--- config.mk ---
export PLATFORM = sky130hd
export DESIGN_NAME = nmea_gga_field_extractor_unit
export DESIGN_NICKNAME = d
export VERILOG_FILES = /design/src/rtl/ngfe_pkg.sv /design/src/rtl/ngfe_parser.sv /design/src/rtl/ngfe_out_reg.sv /design/src/rtl/nmea_gga_field_extractor_unit.sv
export VERILOG_INCLUDE_DIRS = /design/src /design/src/rtl
export SDC_FILE = /design/constraint.sdc
export NUM_CORES = 1
export LEC_CHECK = 0
export BUFFER_PORTS_ARGS = -buffer_cell sky130_fd_sc_hd__buf_2
export CAP_MARGIN = 20
export CORE_UTILIZATION = 58
export CTS_CLUSTER_SIZE = 8
export DETAILED_ROUTE_END_ITERATION = 8
export PLACE_DENSITY = 0.78
export SKIP_CTS_REPAIR_TIMING = 1
export SLEW_MARGIN = 40
export SYNTH_ARGS = -nofsm -noshare
export SYNTH_HDL_FRONTEND = slang
export SYNTH_SLANG_ARGS = --single-unit
--- constraint.sdc ---
create_clock -name clk -period 4.75 [get_ports clk]
set_input_delay 1.1875 -clock clk [delete_from_list [all_inputs] [get_ports clk]]
set_output_delay 1.1875 -clock clk [all_outputs]
set_load 0.03 [all_outputs]
--- src/rtl/nmea_gga_field_extractor_unit_macros.svh ---
// Assertion helpers for the GGA field extractor.
// Each helper samples on clk and is disabled while arst_n is low.
`ifndef NMEA_GGA_FIELD_EXTRACTOR_UNIT_MACROS_SVH
`define NMEA_GGA_FIELD_EXTRACTOR_UNIT_MACROS_SVH

`ifndef SYNTHESIS
`define NGFE_ASSERT(lbl, prop) \
	lbl: assert property (@(posedge clk) disable iff (!arst_n) (prop)) \
		else $error("ngfe assertion failed");
`define NGFE_ASSERT_NEXT(lbl, ante, cons) \
	`NGFE_ASSERT(lbl, (ante) |=> (cons))
`else
`define NGFE_ASSERT(lbl, prop)
`define NGFE_ASSERT_NEXT(lbl, ante, cons)
`endif

`endif

--- src/rtl/ngfe_pkg.sv ---
package ngfe_pkg;

	localparam logic [7:0] CH_DOLLAR = 8'h24;
	localparam logic [7:0] CH_STAR   = 8'h2A;
	localparam logic [7:0] CH_COMMA  = 8'h2C;
	localparam logic [7:0] CH_ZERO   = 8'h30;
	localparam logic [7:0] CH_SPACE  = 8'h20;

	localparam logic [2:0] IDENT_LEN      = 3'd5;
	localparam logic [2:0] HDR_POS_MAX    = 3'd7;
	localparam logic [3:0] COMMA_MAX      = 4'd15;
	localparam logic [3:0] COMMA_EXPECTED = 4'd14;
	localparam logic [3:0] FIELD_TIME     = 4'd1;
	localparam logic [3:0] FIELD_LAT_DIR  = 4'd3;
	localparam logic [3:0] FIELD_LON_DIR  = 4'd5;
	localparam logic [3:0] FIELD_SATS     = 4'd7;
	localparam logic [3:0] FIELD_ALT      = 4'd9;

	localparam logic KIND_FIELD  = 1'b0;
	localparam logic KIND_STATUS = 1'b1;

	typedef enum logic [1:0] {
		PH_BODY,
		PH_HIGH,
		PH_LOW
	} phase_t;

	typedef struct packed {
		logic       item_kind;
		logic [3:0] field_number;
		logic [7:0] field_char;
		logic       is_default;
		logic       header_match;
		logic       comma_count_ok;
		logic       checksum_match;
		logic       sentence_valid;
	} result_t;

	// Expected identifier characters after '$': G P G G A
	function automatic logic [7:0] ident_char(input logic [2:0] pos);
		logic [7:0] ch;
		unique case (pos)
			3'd0:    ch = 8'h47;
			3'd1:    ch = 8'h50;
			3'd2:    ch = 8'h47;
			3'd3:    ch = 8'h47;
			3'd4:    ch = 8'h41;
			default: ch = 8'h00;
		endcase
		return ch;
	endfunction

	function automatic logic field_passed(input logic [3:0] f);
		return ((f >= FIELD_TIME) && (f <= FIELD_SATS)) || (f == FIELD_ALT);
	endfunction

	// Digit decode: 65 and above minus 55, else minus 48
	function automatic logic signed [8:0] hex_value(input logic [7:0] c);
		logic signed [8:0] v;
		v = (c >= 8'd65) ? ($signed({1'b0, c}) - 9'sd55) : ($signed({1'b0, c}) - 9'sd48);
		return v;
	endfunction

endpackage

--- src/rtl/ngfe_parser.sv ---
`include "nmea_gga_field_extractor_unit_macros.svh"

module ngfe_parser (
	input  logic             clk,
	input  logic             arst_n,
	input  logic             adv,
	input  logic [7:0]       char_s1,
	output logic             has_result,
	output ngfe_pkg::result_t result
);
	import ngfe_pkg::*;

	logic              in_sentence_q, in_sentence_d;
	logic [2:0]        hdr_pos_q, hdr_pos_d;
	logic              hdr_match_q, hdr_match_d;
	logic [3:0]        comma_q, comma_d;
	logic              has_chars_q, has_chars_d;
	logic [7:0]        xor_q, xor_d;
	phase_t            phase_q, phase_d;
	logic [7:0]        high_q, high_d;

	logic              header_ok;
	logic              empty_emit;
	logic signed [8:0] hv_high;
	logic signed [8:0] hv_low;
	logic signed [12:0] rx_sum;
	logic              sum_match;

	assign header_ok  = (comma_q != 4'd0) && hdr_match_q && (hdr_pos_q == IDENT_LEN);
	assign empty_emit = header_ok && field_passed(comma_q) && (comma_q != FIELD_TIME)
		&& !has_chars_q;

	assign hv_high   = hex_value(high_q);
	assign hv_low    = hex_value(char_s1);
	assign rx_sum    = $signed({hv_high, 4'b0000}) + $signed({{4{hv_low[8]}}, hv_low});
	assign sum_match = (rx_sum == $signed({5'b00000, xor_q}));

	always_comb begin
		in_sentence_d = in_sentence_q;
		hdr_pos_d     = hdr_pos_q;
		hdr_match_d   = hdr_match_q;
		comma_d       = comma_q;
		has_chars_d   = has_chars_q;
		xor_d         = xor_q;
		phase_d       = phase_q;
		high_d        = high_q;
		has_result    = 1'b0;
		result        = '0;

		priority if (char_s1 == CH_DOLLAR) begin
			in_sentence_d = 1'b1;
			hdr_pos_d     = 3'd0;
			hdr_match_d   = 1'b1;
			comma_d       = 4'd0;
			has_chars_d   = 1'b0;
			xor_d         = 8'h00;
			phase_d       = PH_BODY;
			high_d        = 8'h00;
		end else if (!in_sentence_q) begin
			// drop characters outside a sentence
		end else if (phase_q == PH_HIGH) begin
			high_d  = char_s1;
			phase_d = PH_LOW;
		end else if (phase_q == PH_LOW) begin
			has_result            = 1'b1;
			result.item_kind      = KIND_STATUS;
			result.header_match   = header_ok;
			result.comma_count_ok = (comma_q == COMMA_EXPECTED);
			result.checksum_match = sum_match;
			result.sentence_valid = header_ok && (comma_q == COMMA_EXPECTED) && sum_match;
			in_sentence_d         = 1'b0;
			phase_d               = PH_BODY;
		end else if (char_s1 == CH_STAR) begin
			has_result          = empty_emit;
			result.field_number = comma_q;
			result.field_char   = ((comma_q == FIELD_LAT_DIR) || (comma_q == FIELD_LON_DIR))
				? CH_SPACE : CH_ZERO;
			result.is_default   = 1'b1;
			phase_d             = PH_HIGH;
		end else begin
			xor_d = xor_q ^ char_s1;
			if (char_s1 == CH_COMMA) begin
				has_result          = empty_emit;
				result.field_number = comma_q;
				result.field_char   = ((comma_q == FIELD_LAT_DIR) || (comma_q == FIELD_LON_DIR))
					? CH_SPACE : CH_ZERO;
				result.is_default   = 1'b1;
				if (comma_q < COMMA_MAX) begin
					comma_d = comma_q + 4'd1;
				end
				has_chars_d = 1'b0;
			end else if (comma_q == 4'd0) begin
				if ((hdr_pos_q >= IDENT_LEN) || (char_s1 != ident_char(hdr_pos_q))) begin
					hdr_match_d = 1'b0;
				end
				if (hdr_pos_q < HDR_POS_MAX) begin
					hdr_pos_d = hdr_pos_q + 3'd1;
				end
			end else begin
				has_chars_d         = 1'b1;
				has_result          = header_ok && field_passed(comma_q);
				result.field_number = comma_q;
				result.field_char   = char_s1;
			end
		end
		if (!has_result) begin
			result = '0;
		end
	end

	always_ff @(posedge clk or negedge arst_n) begin
		if (!arst_n) begin
			in_sentence_q <= 1'b0;
			hdr_pos_q     <= 3'd0;
			hdr_match_q   <= 1'b0;
			comma_q       <= 4'd0;
			has_chars_q   <= 1'b0;
			xor_q         <= 8'h00;
			phase_q       <= PH_BODY;
			high_q        <= 8'h00;
		end else if (adv) begin
			in_sentence_q <= in_sentence_d;
			hdr_pos_q     <= hdr_pos_d;
			hdr_match_q   <= hdr_match_d;
			comma_q       <= comma_d;
			has_chars_q   <= has_chars_d;
			xor_q         <= xor_d;
			phase_q       <= phase_d;
			high_q        <= high_d;
		end
	end

	`NGFE_ASSERT_NEXT(a_dollar_restarts, adv && (char_s1 == CH_DOLLAR), in_sentence_q && (comma_q == 4'd0) && (xor_q == 8'h00) && (phase_q == PH_BODY))
	`NGFE_ASSERT(a_phase_needs_sentence, (phase_q != PH_BODY) |-> in_sentence_q)
	`NGFE_ASSERT(a_fields_after_header, (has_result && (result.item_kind == KIND_FIELD)) |-> header_ok)

endmodule

--- src/rtl/ngfe_out_reg.sv ---
`include "nmea_gga_field_extractor_unit_macros.svh"

module ngfe_out_reg (
	input  logic              clk,
	input  logic              arst_n,
	input  logic              load,
	input  ngfe_pkg::result_t result,
	output logic              out_free,
	output logic              out_valid,
	input  logic              out_stall,
	output logic              item_kind,
	output logic [3:0]        field_number,
	output logic [7:0]        field_char,
	output logic              is_default,
	output logic              header_match,
	output logic              comma_count_ok,
	output logic              checksum_match,
	output logic              sentence_valid
);
	import ngfe_pkg::*;

	logic    valid_q;
	result_t data_q;

	assign out_free = !valid_q || !out_stall;

	always_ff @(posedge clk or negedge arst_n) begin
		if (!arst_n) begin
			valid_q <= 1'b0;
		end else if (out_free) begin
			valid_q <= load;
		end
	end

	always_ff @(posedge clk) begin
		if (load) begin
			data_q <= result;
		end
	end

	assign out_valid      = valid_q;
	assign item_kind      = data_q.item_kind;
	assign field_number   = data_q.field_number;
	assign field_char     = data_q.field_char;
	assign is_default     = data_q.is_default;
	assign header_match   = data_q.header_match;
	assign comma_count_ok = data_q.comma_count_ok;
	assign checksum_match = data_q.checksum_match;
	assign sentence_valid = data_q.sentence_valid;

	`NGFE_ASSERT(a_status_clean, (valid_q && (data_q.item_kind == KIND_STATUS)) |-> ((data_q.field_number == 4'd0) && (data_q.field_char == 8'h00) && !data_q.is_default))
	`NGFE_ASSERT(a_field_number_passed, (valid_q && (data_q.item_kind == KIND_FIELD)) |-> (((data_q.field_number >= FIELD_TIME) && (data_q.field_number <= FIELD_SATS)) || (data_q.field_number == FIELD_ALT)))
	`NGFE_ASSERT(a_load_only_when_free, load |-> out_free)

endmodule

--- src/rtl/nmea_gga_field_extractor_unit.sv ---
// GGA sentence field extractor: one received character per transfer.
// Path: each character's input transfer loads the input register; parse logic
// then writes its result into the result register.
// Throughput: one character per cycle while the output side is not stalled;
// a character that yields no result never waits on the output side.
// Reset: arst_n clears the sentence tracker and both valid flags at once.

module nmea_gga_field_extractor_unit (
	input  logic       clk,
	input  logic       arst_n,
	input  logic       in_valid,
	output logic       in_stall,
	input  logic [7:0] rx_char,
	output logic       out_valid,
	input  logic       out_stall,
	output logic       item_kind,
	output logic [3:0] field_number,
	output logic [7:0] field_char,
	output logic       is_default,
	output logic       header_match,
	output logic       comma_count_ok,
	output logic       checksum_match,
	output logic       sentence_valid
);
	import ngfe_pkg::*;

	// Input register stage
	logic       valid_s1;
	logic [7:0] char_s1;

	// Parse and output hand-off
	logic    has_result;
	result_t result;
	logic    out_free;
	logic    adv;
	logic    load;

	// Advance the held character when it yields nothing, or when the result
	// register can take its result this cycle.
	assign adv      = valid_s1 && (!has_result || out_free);
	assign load     = valid_s1 && has_result && out_free;
	// Hold the input side only while a character is stuck in stage one.
	assign in_stall = valid_s1 && !adv;

	always_ff @(posedge clk or negedge arst_n) begin
		if (!arst_n) begin
			valid_s1 <= 1'b0;
		end else if (in_valid && !in_stall) begin
			valid_s1 <= 1'b1;
		end else if (adv) begin
			valid_s1 <= 1'b0;
		end
	end

	always_ff @(posedge clk) begin
		if (in_valid && !in_stall) begin
			char_s1 <= rx_char;
		end
	end

	// Sentence tracker: header check, comma count, XOR and checksum decode
	ngfe_parser u_parser (
		.clk        (clk),
		.arst_n     (arst_n),
		.adv        (adv),
		.char_s1    (char_s1),
		.has_result (has_result),
		.result     (result)
	);

	// Result register toward the consumer
	ngfe_out_reg u_out_reg (
		.clk            (clk),
		.arst_n         (arst_n),
		.load           (load),
		.result         (result),
		.out_free       (out_free),
		.out_valid      (out_valid),
		.out_stall      (out_stall),
		.item_kind      (item_kind),
		.field_number   (field_number),
		.field_char     (field_char),
		.is_default     (is_default),
		.header_match   (header_match),
		.comma_count_ok (comma_count_ok),
		.checksum_match (checksum_match),
		.sentence_valid (sentence_valid)
	);

endmodule

# --- After elaboration in Yosys (flattened, before gate mapping) ---
# Cells that the tools add are included.
op_classes:
  n_addsub: 7
  order_cmp: 7
  eq_ne: 22
  mux: 72
  n_bitwise: 4
  n_reduce_logical: 47
op_table:
  columns: ["operator", "count"]
  rows:
  - ["two-way mux 8 bit", 15]
  - ["subtractor 8 x 6 -> 9 bit, second input constant", 4]
  - ["two-way mux 1 bit", 30]
  - ["two-way mux 4 bit", 7]
  - ["== test 8 x 6 -> 1 bit, second input constant", 3]
  - ["two-way mux 12 bit", 2]
  - ["two-way mux 3 bit", 8]
  - ["one-hot mux 7 bit (3 select lines)", 1]
  - ["two-way mux 9 bit", 2]
  - [">= comparator 8 x 7 -> 1 bit, second input constant", 2]
  - ["AND reduction 8 bit", 2]
  - ["nonzero test 2 bit", 8]
  - ["adder 13 x 9 -> 13 bit", 1]
  - ["== test 13 x 9 -> 1 bit", 1]
  - ["logical AND 1 bit", 13]
  - ["two-way mux 13 bit", 1]
  - ["two-way mux 2 bit", 5]
  - ["OR reduction 5 bit", 2]
  - ["== test 4 bit, second input constant", 2]
  - ["inequality test 2 x 1 -> 1 bit, second input constant", 4]
  - ["inequality test 8 bit", 1]
  - ["nonzero test 4 bit", 2]
  - ["bitwise XOR 8 bit", 1]
  - ["AND reduction 7 bit", 1]
  - ["27 further kinds", 41]
totals:
  ff_bits: 56
  in_bits: 12
  out_inout_bits: 20
  wordCells: 178

# --- Depth between registers and ports, before layout ---
logic_depth:
  ltp_word: 20
  depth_mapped: 16
  depth_no_buf: 14

# --- By module ---
# A second synthesis with hierarchy kept.
hier_totals:
  cells_unflattened: 374
  hier_area_um2: 3702.3
modules_own_cells:
  columns: ["mod", "n_inst", "cells_per_inst", "area_each_um2", "seq_area_each_um2"]
  rows:
  - ["ngfe_parser", 1, 336, 2805.2, 700.7]
  - ["ngfe_out_reg", 1, 21, 576.8, 565.5]
  - ["nmea_gga_field_extractor_unit", 1, 17, 320.3, 265.3]

# --- Least setup slack after synthesis ---
# OpenSTA, ideal clock, no wires.
synth_path:
  kind: "register to register"
  startpoint: "register char_s1[1]"
  endpoint: "register u_out_reg.data_q, in the netlist u_out_reg.sentence_valid, data pin"
  arrival_ns: 3.570
  setup_slack_ns: 1.010
  path_stages_with_launch: 17
  synth_period_minus_slack_ns: 3.740
  path_cell_list: "edfxtp_1 -> clkbuf_1 -> inv_1 -> ha_1 -> or4b_1 -> a311o_1 -> buf_6 -> nand2_1 -> xnor2_1 -> ha_1 -> fa_1 -> xnor2_1 -> xnor2_1 -> nor3_1 -> nor4b_1 -> nand4bb_1 -> nor4_2"
synth_via:
  elab_chain_len: 9
  elab_cells_between_ends: 18
synth_lines:
  columns: ["item", "line_no", "text"]
  rows:
  - ["start: declaration", "nmea_gga_field_extractor_unit.sv:29", "logic [7:0] char_s1;"]
  - ["start signal: assignment", "nmea_gga_field_extractor_unit.sv:57", "char_s1 <= rx_char;"]
  - ["branches (longest 9 deep; another with adder 13 x 9 -> 13 bit)", null, null]
  - ["end signal: assignment", "ngfe_out_reg.sv:37", "data_q <= result;"]
  - ["end: declaration", "ngfe_out_reg.sv:23", "result_t data_q;"]
# Parallel ways; which one is timed is not known.
# A chain may end at the register's enable or synchronous reset.

# --- Worst setup path after layout ---
# Ends and elaborated chain as after synthesis.

==> flow_metrics.tcl <==
set metrics [dict create \
    clockBufferDepth 2 \
    dpl_cell_area_um2 3920 \
    drc 0 \
    final.setup.tns_ns 0 \
    swShare 0.402 \
    finalSetupViolations 0 \
    clkTransAtPathRegs_ns 0.11 \
    htreeDepth 2 \
    highest_layer "met4" \
    ys_seq_elements 56 \
    dieArea_um2 6720 \
    final_cell_area_um2 4010 \
    synth_common_cells "37 x nand2_1, 32 x ha_1, 30 x dfrtp_1" \
    core-area_um2 6060 \
    synthFlopType "dfrtp_1" \
    cp_common_cell "xnor2_1" \
    internal-power_uw 1160 \
    hold_path_depth 1 \
    yosysMostFrequentCell "nand2_1" \
    clockPowerShare 0.142 \
    yosys.area.top_type "edfxtp_1" \
    critPathLaunchType "flip-flop" \
    slew_headroom 0.483 \
    finalHoldViolCount 0 \
    vias 2872 \
    hold_path.startpoint "u_parser.xor_q[6]" \
    rsz0062_at_grt "no" \
    cp_slowest_cell "edfxtp_1" \
    r2r_cells 14 \
    drt_first_pass_iters 5 \
    routed_wl_um 7890 \
    fp.dieH_um 82.0 \
    cap_viol_max_count 0 \
    crit_path_max_fanout 11 \
    postRouteAntennaNets 0 \
    insertion_delay_ns 0.32 \
    hold_class "reg -> reg" \
    grtUsageTotal 0.260 \
    p_sw_uw 782 \
    grt_pass1_vias 2808 \
    fillers 485 \
    portBuffers 31 \
    cts_tree "built" \
    critPathKind "reg -> reg" \
    ys_seq_area_frac 0.413 \
    end_kind "flip-flop" \
    antenna_found_initial 0 \
    synth-async-reset-ratio 0.536 \
    syn_area_um2 3710 \
    synth_top_area_share 0.211 \
    cp.required_ns 4.91 \
    synthCells 374 \
    hpwlAfterDp_um 6000 \
    reg2reg_from "char_s1[1]" \
    num_rows 28 \
    slew_viol_final 0 \
    rrSetupSlack_ns 0.57 \
    seq_power_share 0.365 \
    leakage_uw 0.00173 \
    grt_max_degree 31 \
    met2WireLength_um 3820 \
    yosys_warnings 0 \
    skew_ns 0.0101 \
    path_depth 14 \
    routed_via_density 6.01 \
    combPwrFrac 0.494 \
    nNetsFinal 447 \
    wl_met3_um 449 \
    critical-path-top-delay-family "simple AND/OR/NAND/NOR gates" \
    area_growth_pct 8.16 \
    drive_gt1_frac 0.141 \
    status "finished clean" \
    numCtsBuffers 5 \
    met1Wirelength_um 3510 \
    tightestPinTransition_ns 0.771 \
    cp_cell_sequence "inv_1 -> ha_1 -> or4b_1 -> a311o_1 -> nand2_1 -> xnor2_1 -> ha_1 -> fa_1 -> xnor2_1 -> xnor2_1 -> nor3_1 -> nor4b_1 -> nand4bb_1 -> nor4_2" \
    root_buffer "clkbuf_8" \
    die_x_um 82.0 \
    total_power_uw 1950 \
    start_util 0.612 \
    ys_types 59 \
    fin_hold_ws_ns 0.515 \
    synth_edf_count 26 \
    slowest_delay_ns 0.56 \
    crit_buf_inv 1 \
    power_density_nw_per_um2 485 \
    timing.rr.end "u_out_reg.sentence_valid" \
    gp_congestion 0.941 \
    synth.area.top_cells "edfxtp_1 21%, dfrtp_1 20%, ha_1 11%" \
    cts.sink_count 56 \
    worstPathArrival_ns 4.33 \
    antenna_cells 0 \
    finalCriticalPeriod_ns 4.18 \
    max_freq_mhz 239 \
    wl_per_cell_um 16.5 \
    min_period_over_period 0.880 \
    ir_worst_vdd_uv 262 \
    syn-num-nets 419 \
    pin_count 32 \
    grt_overflow_total 0 \
    hold-path-endpoint "u_parser.xor_q[6]" \
    avgSynthCellArea_um2 9.92 \
    drtIter0Drc 299 \
    grt_pass1_wl_um 13100 \
]
[kinds of logic after synthesis]
logic type,share of synthesized area
adders and majority gates,0.113
DFF,0.413
AOI/OAI and AO/OA,0.141
xor gates and xnor gates,0.0638
muxes,0.0395
buffers and inverters,0.0371
and+or+nand+nor,0.193
[through the flow]
step / utilization / worst slack, ns / std cells
6_report: 0.662 / 0.571 / 478
5_1_grt: 0.662 / 0.236 / 478
4_1_cts: 0.662 / 0.600 / 478
3_5_place_dp: 0.646 / 0.665 / 470
3_3_place_gp: 0.646 / 0.902 / 470
2_1_floorplan: - / 1.01 / 374
[worst max path at each step]
stage,to,startpoint,slack [ns]
after floorplan,u_out_reg.sentence_valid,char_s1[1],1.01
after global placement,u_out_reg.sentence_valid,char_s1[1],0.90
after detailed placement,u_out_reg.sentence_valid,char_s1[1],0.66
after CTS,u_out_reg.sentence_valid,char_s1[1],0.60
after global routing,u_out_reg.sentence_valid,char_s1[1],0.24
final,u_out_reg.sentence_valid,char_s1[1],0.57
[power by group through the flow]
stage                     clock network (µW)  logic [µW]  registers [µW]
after detailed placement                   0         949             716
after CTS                                282         957             706
after global placement                     0         910             712
final                                    276         961             710
after global routing                     298        1080             723
after floorplan                            0         778             683
[cell type report]
cell class,instances,area (µm²),area share
Sequential cell,56,1530,0.382
Multi-Input combinational cell,284,2040,0.508
Tap cell,75,93.8,0.0234
Clock buffer,5,68.8,0.0172
Timing Repair Buffer,33,170,0.0424
Inverter,22,82.6,0.0206
Clock inverter,3,25.0,0.00624
[registers in the layout, summed over array words and instances, names as in the netlist, 2 cells and up]
signal,count
u_parser.xor_q,8
char_s1,8
u_out_reg.field_number,4
u_parser.phase_q,2
u_parser.hdr_pos_q,3
u_out_reg.field_char,8
u_parser.high_q,8
u_parser.comma_q,4
[cells in the final DEF, fill, tap and decap left out, drive strengths merged, types with 3 or more instances in the layout]
cell	count
and2	13
mux2	5
xnor2	18
a22o	7
nor2b	4
nand2b	7
mux2i	9
nor3	6
edfxtp	26
o21bai	4
nor4	3
inv	24
and3	5
buf	33
a21o	3
dfrtp	30
o31ai	3
nand2	38
nand3	12
clkbuf	5
a21oi	19
o211ai	6
o21ai	18
nor4b	4
ha	32
nor3b	3
xor2	9
nor2	28
[metal layers]
metal,vias up,GRT usage
li1,1382,-
met1,1370,0.347
met2,105,0.443
met3,15,0.0400
met4,0,0.0561
met5,-,0
No activity file was read; power rests on OpenSTA's default activity.
